$ cat src/kle_pkg.sv
`default_nettype none

package kle_pkg;

	localparam int KNOBS  = 2;
	localparam int KW     = $clog2(KNOBS);
	localparam int LEDS   = 8;
	localparam int PIXELS = 22;

	typedef logic [10:0] pos_t;     // Q3.8 ring position, 0..1792
	typedef logic [8:0]  bright_t;  // Q1.8 brightness, 0..256

	localparam pos_t           RING_MAX    = 11'd1792;
	localparam bright_t        FULL_BRIGHT = 9'd256;
	localparam logic [4:0]     LAST_SLOT   = 5'(PIXELS - 1);

	// colour weights, spot 0 and spot 1
	localparam logic [8:0] W0_RED = 9'd70;
	localparam logic [8:0] W1_RED = 9'd250;
	localparam logic [8:0] W0_GRN = 9'd230;
	localparam logic [8:0] W1_GRN = 9'd60;
	localparam logic [8:0] W0_BLU = 9'd250;
	localparam logic [8:0] W1_BLU = 9'd200;

	typedef struct packed {
		logic [15:0] knob0_count;
		logic [15:0] knob1_count;
		logic [8:0]  buttons;
	} tick_t;

	typedef struct packed {
		logic [4:0] chain_slot;
		logic [7:0] red;
		logic [7:0] green;
		logic [7:0] blue;
		logic       last_pixel;
	} pixel_t;

	typedef struct packed {
		logic [7:0] red;
		logic [7:0] green;
		logic [7:0] blue;
	} rgb_t;

	localparam rgb_t OVR_LIT  = '{red: 8'd62,  green: 8'd100, blue: 8'd0};
	localparam rgb_t OVR_WARN = '{red: 8'd255, green: 8'd15,  blue: 8'd15};

	typedef enum logic [2:0] {
		REG_KNOB_REVERSE   = 3'd0,
		REG_COUNT_WEIGHT   = 3'd1,
		REG_VEL_CLAMP      = 3'd2,
		REG_MOVE_THRESHOLD = 3'd3,
		REG_VEL_DECAY      = 3'd4,
		REG_MOVE_STEP      = 3'd5,
		REG_FADE_TICKS     = 3'd6,
		REG_FADE_STEP      = 3'd7
	} cfg_reg_e;

	typedef struct packed {
		logic        write;
		logic [2:0]  index;
		logic [16:0] data;
	} cfg_wr_t;

	typedef struct packed {
		logic          capture;
		logic          delta;
		logic          vel;
		logic          move;
		logic [KW-1:0] knob;
		logic          led_go;
		logic [2:0]    led;
		logic          emit;
		logic [4:0]    slot;
	} ctrl_cmd_t;

	typedef struct packed {
		logic out_free;
	} ctrl_sts_t;

	typedef struct packed {
		logic       used;
		logic [3:0] btn;
		logic       warn;
	} ovr_t;

	function automatic pos_t start_pos(input int k);
		return (k == 0) ? '0 : RING_MAX;
	endfunction

	// ring LED shown at each chain slot
	function automatic logic [2:0] slot_led(input logic [4:0] slot);
		logic [2:0] led;
		case (slot)
			5'd8:    led = 3'd5;
			5'd9:    led = 3'd4;
			5'd10:   led = 3'd3;
			5'd11:   led = 3'd2;
			5'd12:   led = 3'd1;
			5'd13:   led = 3'd0;
			5'd14:   led = 3'd2;
			5'd15:   led = 3'd3;
			5'd16:   led = 3'd4;
			5'd17:   led = 3'd5;
			5'd18:   led = 3'd6;
			5'd19:   led = 3'd7;
			5'd20:   led = 3'd4;
			5'd21:   led = 3'd3;
			default: led = slot[2:0];
		endcase
		return led;
	endfunction

	// button, if any, that overrides each chain slot
	function automatic ovr_t slot_ovr(input logic [4:0] slot);
		ovr_t o;
		o = '{used: 1'b0, btn: 4'd0, warn: 1'b0};
		case (slot)
			5'd0, 5'd1:   o = '{used: 1'b1, btn: 4'd4, warn: 1'b0};
			5'd2, 5'd3:   o = '{used: 1'b1, btn: 4'd2, warn: 1'b0};
			5'd4, 5'd5:   o = '{used: 1'b1, btn: 4'd1, warn: 1'b0};
			5'd6, 5'd7:   o = '{used: 1'b1, btn: 4'd0, warn: 1'b0};
			5'd8, 5'd9:   o = '{used: 1'b1, btn: 4'd5, warn: 1'b1};
			5'd12, 5'd13: o = '{used: 1'b1, btn: 4'd3, warn: 1'b1};
			default:      o = '{used: 1'b0, btn: 4'd0, warn: 1'b0};
		endcase
		return o;
	endfunction

endpackage

`default_nettype wire

$ cat src/kle_ctrl.sv
`default_nettype none

module kle_ctrl (
	input  wire logic                 clk,
	input  wire logic                 arst_n,
	input  wire logic                 tick_valid,
	output logic                      tick_stall,
	input  wire kle_pkg::ctrl_sts_t   sts,
	output kle_pkg::ctrl_cmd_t        cmd
);

	typedef enum logic [5:0] {
		ST_IDLE  = 6'b000001,
		ST_DELTA = 6'b000010,
		ST_VEL   = 6'b000100,
		ST_MOVE  = 6'b001000,
		ST_LED   = 6'b010000,
		ST_EMIT  = 6'b100000
	} state_t;

	localparam logic [3:0]          LED_END  = 4'(kle_pkg::LEDS);
	localparam logic [kle_pkg::KW-1:0] KNOB_END = kle_pkg::KW'(kle_pkg::KNOBS - 1);

	state_t                     state_q, state_d;
	logic [kle_pkg::KW-1:0]     knob_q, knob_d;
	logic [3:0]                 led_q, led_d;
	logic [4:0]                 slot_q, slot_d;

	always_comb begin
		state_d    = state_q;
		knob_d     = knob_q;
		led_d      = led_q;
		slot_d     = slot_q;
		tick_stall = 1'b1;
		cmd        = '0;
		cmd.knob   = knob_q;
		cmd.led    = led_q[2:0];
		cmd.slot   = slot_q;
		case (state_q)
			ST_IDLE: begin
				tick_stall = 1'b0;
				if (tick_valid) begin
					cmd.capture = 1'b1;
					knob_d      = '0;
					state_d     = ST_DELTA;
				end
			end
			ST_DELTA: begin
				cmd.delta = 1'b1;
				state_d   = ST_VEL;
			end
			ST_VEL: begin
				cmd.vel = 1'b1;
				state_d = ST_MOVE;
			end
			ST_MOVE: begin
				cmd.move = 1'b1;
				if (knob_q == KNOB_END) begin
					led_d   = '0;
					state_d = ST_LED;
				end else begin
					knob_d  = knob_q + 1'b1;
					state_d = ST_DELTA;
				end
			end
			ST_LED: begin
				// a final pass at LED_END issues no led_go and drains the colour pipeline
				if (led_q == LED_END) begin
					slot_d  = '0;
					state_d = ST_EMIT;
				end else begin
					cmd.led_go = 1'b1;
					led_d      = led_q + 4'd1;
				end
			end
			ST_EMIT: begin
				if (sts.out_free) begin
					cmd.emit = 1'b1;
					if (slot_q == kle_pkg::LAST_SLOT) begin
						state_d = ST_IDLE;
					end else begin
						slot_d = slot_q + 5'd1;
					end
				end
			end
			default: begin
				state_d = ST_IDLE;
			end
		endcase
	end

	always_ff @(posedge clk or negedge arst_n) begin
		if (!arst_n) begin
			state_q <= ST_IDLE;
			knob_q  <= '0;
			led_q   <= '0;
			slot_q  <= '0;
		end else begin
			state_q <= state_d;
			knob_q  <= knob_d;
			led_q   <= led_d;
			slot_q  <= slot_d;
		end
	end

endmodule

`default_nettype wire

$ cat src/kle_knob.sv
`default_nettype none

module kle_knob (
	input  wire logic                 clk,
	input  wire logic                 arst_n,
	input  wire kle_pkg::cfg_wr_t     cfg,
	input  wire kle_pkg::ctrl_cmd_t   cmd,
	input  wire kle_pkg::tick_t       tick,
	output kle_pkg::pos_t             pos    [kle_pkg::KNOBS],
	output kle_pkg::bright_t          bright [kle_pkg::KNOBS]
);

	// configuration
	logic [1:0]  rev_q;
	logic [11:0] weight_q;
	logic [16:0] clamp_q;
	logic [16:0] thr_q;
	logic [16:0] decay_q;
	logic [10:0] step_q;
	logic [7:0]  fade_ticks_q;
	logic [8:0]  fade_step_q;

	// knob state
	logic [15:0]              prev_q   [kle_pkg::KNOBS];
	logic signed [17:0]       vel_q    [kle_pkg::KNOBS];
	kle_pkg::pos_t            pos_q    [kle_pkg::KNOBS];
	kle_pkg::bright_t         bright_q [kle_pkg::KNOBS];
	logic [7:0]               idle_q   [kle_pkg::KNOBS];

	logic [15:0]              cnt_q    [kle_pkg::KNOBS];
	logic signed [29:0]       prod_s1;
	logic signed [17:0]       vel_s2;

	logic [kle_pkg::KW-1:0]   k;
	logic [15:0]              raw;
	logic signed [16:0]       dlt_raw, dlt;
	logic signed [29:0]       prod;
	logic signed [30:0]       sum, lim;
	logic signed [17:0]       vel_clamped;

	logic signed [17:0]       thr, dec;
	logic                     mv_neg, mv_pos;
	kle_pkg::pos_t            step;
	logic signed [12:0]       p_cur, p_mv, p_w;
	logic [7:0]               idle_inc, idle_nxt;
	logic signed [10:0]       b_diff;
	kle_pkg::bright_t         bright_nxt;
	logic signed [17:0]       vel_dec;

	assign k = cmd.knob;

	// delta and weighted count
	always_comb begin
		raw     = cnt_q[k] - prev_q[k];
		dlt_raw = {raw[15], raw};
		dlt     = rev_q[k] ? dlt_raw : -dlt_raw;
		prod    = 30'(dlt) * 30'(signed'({1'b0, weight_q}));
	end

	// accumulate and clamp
	always_comb begin
		sum = 31'(vel_q[k]) + 31'(prod_s1);
		lim = 31'(signed'({1'b0, clamp_q}));
		if (sum > lim) begin
			vel_clamped = 18'(lim);
		end else if (sum < -lim) begin
			vel_clamped = 18'(-lim);
		end else begin
			vel_clamped = 18'(sum);
		end
	end

	// move, fade, wrap, decay
	always_comb begin
		thr        = signed'({1'b0, thr_q});
		dec        = signed'({1'b0, decay_q});
		mv_neg     = vel_s2 < -thr;
		mv_pos     = vel_s2 > thr;
		step       = (step_q > kle_pkg::RING_MAX) ? kle_pkg::RING_MAX : step_q;
		p_cur      = signed'({2'b00, pos_q[k]});
		idle_inc   = (idle_q[k] == 8'hFF) ? 8'hFF : idle_q[k] + 8'd1;
		b_diff     = signed'({2'b00, bright_q[k]}) - signed'({2'b00, fade_step_q});
		p_mv       = p_cur;
		idle_nxt   = idle_inc;
		bright_nxt = bright_q[k];
		if (mv_neg || mv_pos) begin
			idle_nxt   = '0;
			bright_nxt = kle_pkg::FULL_BRIGHT;
			p_mv       = mv_neg ? p_cur - signed'({2'b00, step})
			                    : p_cur + signed'({2'b00, step});
		end else if (idle_inc > fade_ticks_q) begin
			p_mv = signed'({2'b00, kle_pkg::start_pos(int'(k))});
		end else begin
			bright_nxt = (b_diff < 0) ? '0 : b_diff[8:0];
		end
		p_w = p_mv;
		if (p_mv < 0) begin
			p_w = p_mv + signed'({2'b00, kle_pkg::RING_MAX});
		end else if (p_mv > signed'({2'b00, kle_pkg::RING_MAX})) begin
			p_w = p_mv - signed'({2'b00, kle_pkg::RING_MAX});
		end
		if (vel_s2 < -dec) begin
			vel_dec = vel_s2 + dec;
		end else if (vel_s2 > dec) begin
			vel_dec = vel_s2 - dec;
		end else begin
			vel_dec = vel_s2;
		end
	end

	always_ff @(posedge clk) begin
		if (cmd.capture) begin
			cnt_q[0] <= tick.knob0_count;
			cnt_q[1] <= tick.knob1_count;
		end
		if (cmd.delta) begin
			prod_s1 <= prod;
		end
		if (cmd.vel) begin
			vel_s2 <= vel_clamped;
		end
	end

	always_ff @(posedge clk or negedge arst_n) begin
		if (!arst_n) begin
			rev_q        <= 2'd0;
			weight_q     <= 12'd437;
			clamp_q      <= 17'd104858;
			thr_q        <= 17'd52429;
			decay_q      <= 17'd4928;
			step_q       <= 11'd128;
			fade_ticks_q <= 8'd5;
			fade_step_q  <= 9'd51;
		end else if (cfg.write) begin
			case (kle_pkg::cfg_reg_e'(cfg.index))
				kle_pkg::REG_KNOB_REVERSE:   rev_q        <= cfg.data[1:0];
				kle_pkg::REG_COUNT_WEIGHT:   weight_q     <= cfg.data[11:0];
				kle_pkg::REG_VEL_CLAMP:      clamp_q      <= cfg.data;
				kle_pkg::REG_MOVE_THRESHOLD: thr_q        <= cfg.data;
				kle_pkg::REG_VEL_DECAY:      decay_q      <= cfg.data;
				kle_pkg::REG_MOVE_STEP:      step_q       <= cfg.data[10:0];
				kle_pkg::REG_FADE_TICKS:     fade_ticks_q <= cfg.data[7:0];
				kle_pkg::REG_FADE_STEP:      fade_step_q  <= cfg.data[8:0];
				default: begin
				end
			endcase
		end
	end

	always_ff @(posedge clk or negedge arst_n) begin
		if (!arst_n) begin
			for (int i = 0; i < kle_pkg::KNOBS; i++) begin
				prev_q[i]   <= '0;
				vel_q[i]    <= '0;
				pos_q[i]    <= kle_pkg::start_pos(i);
				bright_q[i] <= '0;
				idle_q[i]   <= '0;
			end
		end else begin
			if (cmd.delta) begin
				prev_q[k] <= cnt_q[k];
			end
			if (cmd.move) begin
				vel_q[k]    <= vel_dec;
				pos_q[k]    <= p_w[10:0];
				bright_q[k] <= bright_nxt;
				idle_q[k]   <= idle_nxt;
			end
		end
	end

	assign pos    = pos_q;
	assign bright = bright_q;

endmodule

`default_nettype wire

$ cat src/kle_pixel.sv
`default_nettype none

module kle_pixel (
	input  wire logic                 clk,
	input  wire logic                 arst_n,
	input  wire kle_pkg::ctrl_cmd_t   cmd,
	input  wire kle_pkg::tick_t       tick,
	input  wire kle_pkg::pos_t        pos    [kle_pkg::KNOBS],
	input  wire kle_pkg::bright_t     bright [kle_pkg::KNOBS],
	output kle_pkg::ctrl_sts_t        sts,
	output logic                      pix_valid,
	input  wire logic                 pix_stall,
	output kle_pkg::pixel_t           pix
);

	function automatic logic [7:0] mix(input logic [17:0] s0, input logic [17:0] s1,
	                                   input logic [8:0] w0, input logic [8:0] w1);
		logic [27:0] acc;
		logic [10:0] c;
		acc = 28'(s0) * 28'(w0) + 28'(s1) * 28'(w1);
		c   = acc[27:17];
		return (c > 11'd255) ? 8'd255 : c[7:0];
	endfunction

	logic [8:0]           btn_q;
	logic [17:0]          strength_s1 [kle_pkg::KNOBS];
	logic [2:0]           led_s1;
	logic                 go_s1;
	kle_pkg::rgb_t        col_q [kle_pkg::LEDS];
	kle_pkg::pixel_t      out_q;
	logic                 vld_q;

	logic signed [12:0]   offset [kle_pkg::KNOBS];
	logic [11:0]          offset_abs [kle_pkg::KNOBS];
	logic [9:0]           near [kle_pkg::KNOBS];
	logic [17:0]          strength [kle_pkg::KNOBS];

	logic [2:0]           emit_led;
	kle_pkg::ovr_t        emit_ovr;
	kle_pkg::rgb_t        emit_col;

	// triangular spot strength for the LED being worked on
	always_comb begin
		for (int j = 0; j < kle_pkg::KNOBS; j++) begin
			offset[j]     = signed'({2'b00, pos[j]}) - signed'({2'b00, cmd.led, 8'd0});
			offset_abs[j] = (offset[j] < 0) ? 12'(-offset[j]) : 12'(offset[j]);
			near[j]       = (offset_abs[j] > 12'd512) ? 10'd0 : 10'(12'd512 - offset_abs[j]);
			strength[j]   = 18'(19'(near[j]) * 19'(bright[j]));
		end
	end

	always_comb begin
		emit_led = kle_pkg::slot_led(cmd.slot);
		emit_ovr = kle_pkg::slot_ovr(cmd.slot);
		emit_col = col_q[emit_led];
		if (emit_ovr.used && btn_q[emit_ovr.btn]) begin
			emit_col = emit_ovr.warn ? kle_pkg::OVR_WARN : kle_pkg::OVR_LIT;
		end
	end

	always_ff @(posedge clk) begin
		if (cmd.capture) begin
			btn_q <= tick.buttons;
		end
		if (cmd.led_go) begin
			strength_s1 <= strength;
			led_s1      <= cmd.led;
		end
		if (go_s1) begin
			col_q[led_s1] <= '{
				red:   mix(strength_s1[0], strength_s1[1], kle_pkg::W0_RED, kle_pkg::W1_RED),
				green: mix(strength_s1[0], strength_s1[1], kle_pkg::W0_GRN, kle_pkg::W1_GRN),
				blue:  mix(strength_s1[0], strength_s1[1], kle_pkg::W0_BLU, kle_pkg::W1_BLU)
			};
		end
		if (cmd.emit) begin
			out_q.chain_slot <= cmd.slot;
			out_q.red        <= emit_col.red;
			out_q.green      <= emit_col.green;
			out_q.blue       <= emit_col.blue;
			out_q.last_pixel <= (cmd.slot == kle_pkg::LAST_SLOT);
		end
	end

	always_ff @(posedge clk or negedge arst_n) begin
		if (!arst_n) begin
			go_s1 <= 1'b0;
			vld_q <= 1'b0;
		end else begin
			go_s1 <= cmd.led_go;
			if (cmd.emit) begin
				vld_q <= 1'b1;
			end else if (!pix_stall) begin
				vld_q <= 1'b0;
			end
		end
	end

	assign sts.out_free = !vld_q || !pix_stall;
	assign pix_valid    = vld_q;
	assign pix          = out_q;

endmodule

`default_nettype wire

$ cat src/knob_led_chase_effect.sv
`default_nettype none

// Channel   Direction  Handshake            Payload
// tick      in         tick_valid/stall     kle_pkg::tick_t  (knob counts, buttons)
// pix       out        pix_valid/stall      kle_pkg::pixel_t (slot, r, g, b, last)
// cfg       in         cfg_valid/ready      cfg_index (3b), cfg_data (17b)
//
// A tick runs from acceptance to its last pixel being loaded in this order:
// each knob in turn through the one shared knob update unit (delta and weight
// multiply, accumulate and clamp, move/fade/decay), each LED through the
// two-stage LED color pipeline, then the 22 pixels at one pixel per cycle
// while the output register is free; pixel stalls hold the sequence. A new
// tick is taken only after the last pixel is loaded. The next tick is taken
// while the last pixel still sits in the output register. Reset (arst_n low)
// restores control, config and knob state; config writes are taken at any time.

module knob_led_chase_effect (
	input  wire logic               clk,
	input  wire logic               arst_n,

	input  wire logic               tick_valid,
	output logic                    tick_stall,
	input  wire kle_pkg::tick_t     tick,

	output logic                    pix_valid,
	input  wire logic               pix_stall,
	output kle_pkg::pixel_t         pix,

	input  wire logic               cfg_valid,
	output logic                    cfg_ready,
	input  wire logic [2:0]         cfg_index,
	input  wire logic [16:0]        cfg_data
);

	kle_pkg::ctrl_cmd_t   cmd;
	kle_pkg::ctrl_sts_t   sts;
	kle_pkg::cfg_wr_t     cfg;
	kle_pkg::pos_t        pos    [kle_pkg::KNOBS];
	kle_pkg::bright_t     bright [kle_pkg::KNOBS];

	// registers are always writable; each accepted transaction is written straight into its register
	assign cfg_ready = 1'b1;
	assign cfg.write = cfg_valid && cfg_ready;
	assign cfg.index = cfg_index;
	assign cfg.data  = cfg_data;

	// sequence: capture, per knob update, LED colors, pixel send
	kle_ctrl u_ctrl (
		.clk        (clk),
		.arst_n     (arst_n),
		.tick_valid (tick_valid),
		.tick_stall (tick_stall),
		.sts        (sts),
		.cmd        (cmd)
	);

	// velocity, spot position, brightness and idle counters
	kle_knob u_knob (
		.clk    (clk),
		.arst_n (arst_n),
		.cfg    (cfg),
		.cmd    (cmd),
		.tick   (tick),
		.pos    (pos),
		.bright (bright)
	);

	// color mixing, button overrides and output register
	kle_pixel u_pixel (
		.clk       (clk),
		.arst_n    (arst_n),
		.cmd       (cmd),
		.tick      (tick),
		.pos       (pos),
		.bright    (bright),
		.sts       (sts),
		.pix_valid (pix_valid),
		.pix_stall (pix_stall),
		.pix       (pix)
	);

	// a taken tick keeps the block busy for the next cycle
	a_busy_after_tick: assert property (@(posedge clk) disable iff (!arst_n)
		tick_valid && !tick_stall |=> tick_stall)
		else $error("tick taken while previous tick still in work");

	// frame marker sits on the final slot only
	a_last_slot: assert property (@(posedge clk) disable iff (!arst_n)
		pix_valid |-> (pix.last_pixel == (pix.chain_slot == kle_pkg::LAST_SLOT)))
		else $error("last_pixel and chain_slot disagree");

	// pixels of a frame follow in slot order
	a_slot_order: assert property (@(posedge clk) disable iff (!arst_n)
		pix_valid && !pix_stall && !pix.last_pixel ##1 pix_valid
		|-> pix.chain_slot == $past(pix.chain_slot) + 5'd1)
		else $error("pixel slot out of order");

endmodule

`default_nettype wire
$ cat config.mk
export PLATFORM = sky130hd
export DESIGN_NAME = knob_led_chase_effect
export DESIGN_NICKNAME = d
export VERILOG_FILES = /design/src/kle_pkg.sv /design/src/kle_ctrl.sv /design/src/kle_knob.sv /design/src/kle_pixel.sv /design/src/knob_led_chase_effect.sv
export SDC_FILE = /design/constraint.sdc
export NUM_CORES = 2
export LEC_CHECK = 0
export BUFFER_PORTS_ARGS = -buffer_cell sky130_fd_sc_hd__buf_2
export CAP_MARGIN = 10
export CORE_MARGIN = 4
export CORE_UTILIZATION = 51
export DETAILED_ROUTE_END_ITERATION = 7
export PLACE_DENSITY = 0.72
export SYNTH_ARGS = -nofsm -noshare
export SYNTH_HDL_FRONTEND = slang
export SYNTH_HIERARCHICAL = 1
export SYNTH_SLANG_ARGS = --single-unit
$ cat constraint.sdc
create_clock -name clk -period 17.53 [get_ports clk]
set_clock_uncertainty 0.15 [all_clocks]
set_input_delay 4.3825 -clock clk [delete_from_list [all_inputs] [get_ports clk]]
set_output_delay 4.3825 -clock clk [all_outputs]
set_load 0.05 [all_outputs]
==> Word-level counts from Yosys, hierarchy flattened <==
Memories as Yosys holds them, arrays and structs flattened.
Index checks and enable logic that the tools add are counted.
{ "word_totals": {"inputBits": 66, "ram_bits": 224, "romBits": 80, "mem_count": 3, "ff_bits": 361, "out_inout_bits": 33} }
{ "classes": {"add_sub_neg": 26, "eq_ne": 37, "mul": 9, "reduce_logical": 26, "n_mux": 94, "bitwise": 1, "n_lt_le_gt_ge": 22} }
{ "memory_table": {"columns": ["memory", "depth", "word_bits", "read_ports", "rd_clocked_by_memory_dff", "write_ports", "line", "source"], "rows": [
  ["u_pixel.col_q", 8, 24, 1, 0, 1, "kle_pixel.sv:29", "kle_pkg::rgb_t col_q [kle_pkg::LEDS];"],
  ["(no name shown)", 16, 5, 1, 0, 0, "kle_pkg.sv:118", "case (slot)"],
  ["u_knob.cnt_q", 2, 16, 1, 0, 2, "kle_knob.sv:30", "logic [15:0] cnt_q [kle_pkg::KNOBS];"]
]} }
{ "ops": {"columns": ["cell", "count"], "rows": [
  ["$mux W18", 7],
  ["$mux W11", 9],
  ["$mul A18 B7 Y25 const B", 3],
  ["$mux W8", 9],
  ["$mux W16", 4],
  ["$mux W9", 7],
  ["$mux W24", 2],
  ["$eq A5 B4 Y1 const B", 8],
  ["$bwmux W36", 1],
  ["$gt A18 B18 Y1", 2],
  ["$lt A18 B18 Y1", 2],
  ["$mul A10 B9 Y18", 2],
  ["$neg A17 Y18", 2],
  ["$pmux W6 S6", 1],
  ["$sub A11 B11 Y12", 3],
  ["$mux W17", 2],
  ["$gt A11 B8 Y1 const B", 3],
  ["$bwmux W32", 1],
  ["$add A18 B30 Y31", 1],
  ["$gt A31 B18 Y1", 1],
  ["$lt A31 B31 Y1", 1],
  ["$neg A17 Y31", 1],
  ["$eq A5 B5 Y1 const B", 6],
  ["$mul A17 B13 Y30", 1],
  ["other kinds (75)", 136]
]} }

==> Logic depth before layout (Yosys ltp) <==
{ "depth": {"depth_word": 13, "mapped_depth": 45, "ltp_nobuf": 36} }

==> Modules after synthesis <==
The synthesis kept the hierarchy.
{ "by_module_without_submodules": {"columns": ["mod", "area_per_inst_um2", "instances", "seq_area_each_um2", "cells_each"], "rows": [
  ["kle_pixel", 30460.5, 1, 8067.7, 2932],
  ["kle_knob", 29537.1, 1, 7880.1, 3181],
  ["kle_ctrl", 978.4, 1, 401.6, 100],
  ["knob_led_chase_effect", 11.3, 1, 0.0, 2]
]} }

==> Worst setup path before layout <==
Ideal clock, no wire load.
{ "synth_path": {"path_type": "register to register", "from": "register u_ctrl.knob_q", "to": "register u_knob.prod_s1[28] (data pin)", "slack_ps": 6579, "setup_ps": 266, "period_less_slack_ps": 10951, "arrival_time_ps": 10535, "path_buffers": 9, "stages_incl_launch_ff": 46, "cell_sequence": "dfrtp_1 -> buf_4 -> buf_1 -> buf_4 -> buf_2 -> buf_2 -> buf_2 -> buf_1 -> buf_1 -> mux2i_1 -> ha_1 -> inv_1 -> fa_1 -> a21o_1 -> a21oi_1 -> o21a_1 -> o21ai_0 -> a21oi_1 -> [10 not listed] -> inv_1 -> fa_1 -> fa_1 -> inv_1 -> fa_1 -> inv_1 -> ha_1 -> a21oi_1 -> nor2b_1 -> o21ai_0 -> o21ai_0 -> o41a_1 -> a2111oi_0 -> o21bai_1 -> a41o_1 -> nor4_1 -> nor3_1 -> xor2_1"} }
{ "synth_via": {"elab_chain_cells": 8, "word_cells_on_any_way": 11, "cone_classes": "add/sub (2); mul (1); mux (6); bitwise (1); memory (1)"} }
{ "synth_lines": {"columns": ["element", "line", "source"], "rows": [
  ["from (decl)", "kle_ctrl.sv:25", "logic [kle_pkg::KW-1:0] knob_q, knob_d;"],
  ["from (signal assigned)", "kle_ctrl.sv:100", "knob_q <= knob_d;"],
  ["$not A1 Y2 (implied by the code)", "kle_knob.sv:54", "raw = cnt_q[k] - prev_q[k];"],
  ["$mux W16 (implied by the code) (3 in a row)", "kle_knob.sv:54", null],
  ["$sub A16 B16 Y16", "kle_knob.sv:54", null],
  ["$neg A16 Y17", "kle_knob.sv:56", "dlt = rev_q[k] ? dlt_raw : -dlt_raw;"],
  ["$mux W17 *", "kle_knob.sv:56", null],
  ["$mul A17 B13 Y30 *", "kle_knob.sv:57", "prod = 30'(dlt) * 30'(signed'({1'b0, weight_q}));"],
  ["named net u_knob.prod[28]", "kle_knob.sv:37", "logic signed [29:0] prod;"],
  ["to (signal assigned)", "kle_knob.sv:117", "prod_s1 <= prod;"],
  ["to (decl)", "kle_knob.sv:31", "logic signed [29:0] prod_s1;"]
]} }
The timed path passes the listed nets; every way through them passes the cells marked *. The select of a mux whose other input is x is not followed.
A chain may end at the register's enable or synchronous reset.

==> Worst setup path after layout <==
Same ends and word-level chain as after synthesis.

==> run_results.csv <==
group,metric,value,unit
final_layout,fill_cells,10229,
worst_setup_path,crit_top_cell,"fa_1",
logic_synthesis,ys_types,112,
clock_tree,path_clk_slew,0.06,ns
die,start_util,0.515,
global_route,grt_pass1_vias,46617,
final_layout,final_nets,7522,
hold_path,whs_path_depth,2,
worst_setup_path,cp.arrival,11.09,ns
logic_synthesis,yosysTopAreaCellShare,0.171,
sta,min_period,10.89,ns
route,drtIter0Drc,2908,
logic_synthesis,synth_most_common_cell,"inv_1",
sta,tightest_slew,1.14,ns
sta,setup_viol,0,
die,core_area,0.118,mm2
placement,place_area,0.0631,mm2
logic_synthesis,yosys-top-cells-count,"inv_1 (1013), ha_1 (699), nand2_1 (531)",
outcome,status,"finished, final reports clean",
clock_tree,post-cts-setup-buffers,0,
global_route,grt_first_pass_wirelength,240,mm
route,vias,44709,
worst_setup_path,critPathKind,"flop to flop",
logic_synthesis,yosys.area.top_type,"edfxtp_1",
worst_setup_path,start_kind,"flop",
clock_tree,numCtsBuffers,67,
global_route,antenna_found_initial,6,
global_route,grt-ovfl-total,0,
logic_synthesis,synth_nets,7483,
die,die_width,354,um
logic_synthesis,synthSimpleGateAreaFrac,0.129,
final_layout,ff_latch_area,0.0164,mm2
clock_tree,post_cts_resized,0,
route,vias_per_cell,5.65,
clock_tree,root_buffer,"clkbuf_16",
logic_synthesis,synth_xor_area_frac,0.0442,
logic_synthesis,syn_avg_cell_area,9.81,um2
clock_tree,cts_tree,"done",
logic_synthesis,synth_top_family_by_area,"adder cells",
die,row_count,126,
logic_synthesis,yosysSeqAreaShare,0.268,
clock_tree,clkSinkCount,582,
logic_synthesis,syn_area,0.0610,mm2
worst_setup_path,crit_path_end_kind,"flop",
worst_setup_path,cp.required,17.73,ns
sta,finalCritPeriodShare,0.621,
clock_tree,htree_num_levels,3,
global_route,grt_max_degree,120,
logic_synthesis,synth_edf_count,347,
logic_synthesis,synth_area_leaders,"edfxtp_1 (17%), fa_1 (17%), ha_1 (14%), dfrtp_1 (8.0%), inv_1 (6.2%)",
logic_synthesis,yosys_warnings,6,
clock_tree,clock_path_buffers,3,
logic_synthesis,async_reset_ff_frac,0.404,
sta,hold_violations,0,
final_layout,drive_gt1_frac,0.0947,
sta,rsz0062_at_grt,"false",
clock_tree,ctsHoldBuffers,0,
logic_synthesis,synthMuxAreaShare,0.0591,
final_layout,design_area,0.0654,mm2
die,io-pin-count,99,
route,drc,0,
global_route,track_usage,0.234,
logic_synthesis,synthAdderAreaFrac,0.309,
sta,slew_headroom,0.236,
clock_tree,clock_latency,0.65,ns
worst_setup_path,reg2reg_slack,6.64,ns
final_layout,area_growth,7.24,%
logic_synthesis,synth_compound_area_frac,0.116,
die,dieArea,0.125,mm2
die,dieHeight,354,um
sta,max_freq,91.8,MHz
logic_synthesis,synth_ff_type,"edfxtp_1",
placement,io_buffers,94,
logic_synthesis,synth_cells,6215,
worst_setup_path,max_stage_delay,0.82,ns
worst_setup_path,slowest_stage,"xor2_1",
route,route.antenna.remaining_nets,0,
sta,slew_viol_final,0,
sta,tns,0,ns
worst_setup_path,crit_fanout,39,
placement,routabilityCongestion,0.937,
logic_synthesis,ys_ff_latch,582,
final_layout,multi_input_area,0.0402,mm2
route,wire_per_inst,18.3,um
hold_path,hold_path.class,"flop to flop",
worst_setup_path,reg2regPathDepth,36,
route,wirelength,145,mm
placement,hpwlAfterDp,113,mm
route,dr.pass1.iters,6,
flow_run,cap_violations,0,
[stage by stage]
step | hold WS (ns) | std cells | setup WS [ns] | utilization
floorplan | 0.292 | 6215 | 6.58 | -
CTS | 0.331 | 7906 | 6.78 | 0.552
global placement | 0.306 | 7784 | 6.98 | 0.533
finish | 0.329 | 7910 | 6.64 | 0.552
global route | 0.350 | 7908 | 5.99 | 0.552
detailed placement | 0.317 | 7784 | 6.83 | 0.533
[layer usage]
metal / part of all wire / up-vias / GRT usage / wire (um)
li1: - / 21287 / - / -
met2: 0.51 / 1023 / 0.420 / 73400
met3: 0.045 / 237 / 0.0271 / 6490
met4: 0.030 / 2 / 0.0737 / 4410
met1: 0.42 / 22160 / 0.294 / 60800
met5: 0.000090 / - / 0 / 13
[cell usage in the layout, fill, tap and decap left out, types with 32 or more instances in the layout]
cell type	n
mux2i_1	73
and3_1	34
o31ai_1	43
o21ai_0	239
edfxtp_1	347
mux2_2	154
a21o_1	71
dfrtp_1	195
xnor2_1	234
nand3_1	116
mux4_2	50
nand4_1	38
clkbuf_16	71
buf_4	35
xor2_1	73
a21oi_1	267
a211oi_1	32
nor2_1	303
dfstp_2	39
o21a_1	59
inv_1	1012
nor2b_1	77
nand2b_1	51
or3_1	32
buf_2	93
and2_1	140
nand2_1	529
ha_1	699
fa_1	503
nor3_1	135
[cell type report]
type,instances,share of cell area
multi-input cells,4459,0.615
flip-flops and latches,582,0.250
inverters,1015,0.0583
well taps,1600,0.0306
clock buffers,87,0.0288
repair buffers,129,0.0114
clock inverters,35,0.00620
diodes,3,0.000115
[registers in the layout (all words and copies together) (netlist names), 6 cells and up]
signal               count
u_ctrl/state_q           6
u_knob/bright           18
u_knob/clamp_q          17
u_knob/cnt_q            32
u_knob/decay_q          17
u_knob/fade_step_q       9
u_knob/fade_ticks_q      8
u_knob/idle_q           16
u_knob/pos              22
u_knob/prev_q           32
u_knob/prod_s1          30
u_knob/step_q           11
u_knob/thr_q            17
u_knob/vel_q            36
u_knob/vel_s2           18
u_knob/weight_q         12
u_pixel/btn_q            6
u_pixel/col_q          192
u_pixel/pix             30
u_pixel/strength_s1     36
[worst max-delay path: cells and delay by family (launching register included)]
kind	cells	cell delay (ns)
buffers and inverters	5	0.37
XOR/XNOR	3	1.23
multiplexers	1	0.28
AND/OR/NAND/NOR	5	0.93
AO/OA/AOI/OAI	14	3.50
adder cells (fa/ha/maj)	8	3.19
flip-flops	1	0.81
[cell families (layout without fill, tap and decap cells)]
| logic type | after synthesis | count (layout) |
|---|---|---|
| AND/OR/NAND/NOR | 1607 | 1607 |
| adder cells (fa/ha/maj) | 1202 | 1202 |
| buffers and inverters | 1174 | 1266 |
| AO/OA/AOI/OAI | 1063 | 1063 |
| flip-flops | 582 | 582 |
| XOR/XNOR | 308 | 308 |
| multiplexers | 278 | 278 |
| other | 1 | 4 |
[path summary, 6_finish.rpt]
check / end / start
max in group asynchronous: u_knob/prev_q[7] / arst_n
max reg2reg: u_knob/prod_s1[28] / u_ctrl/knob_q
max: u_knob/prod_s1[28] / u_ctrl/knob_q
min reg2reg: u_knob/vel_q[15] / u_knob/vel_q[15]
min: u_knob/vel_q[15] / u_knob/vel_q[15]
min in group asynchronous: u_knob/thr_q[1] / arst_n
Power is left out: the tool's default activity adds up to more than one toggle a clock period on the data nets, which glitch-free logic cannot reach.
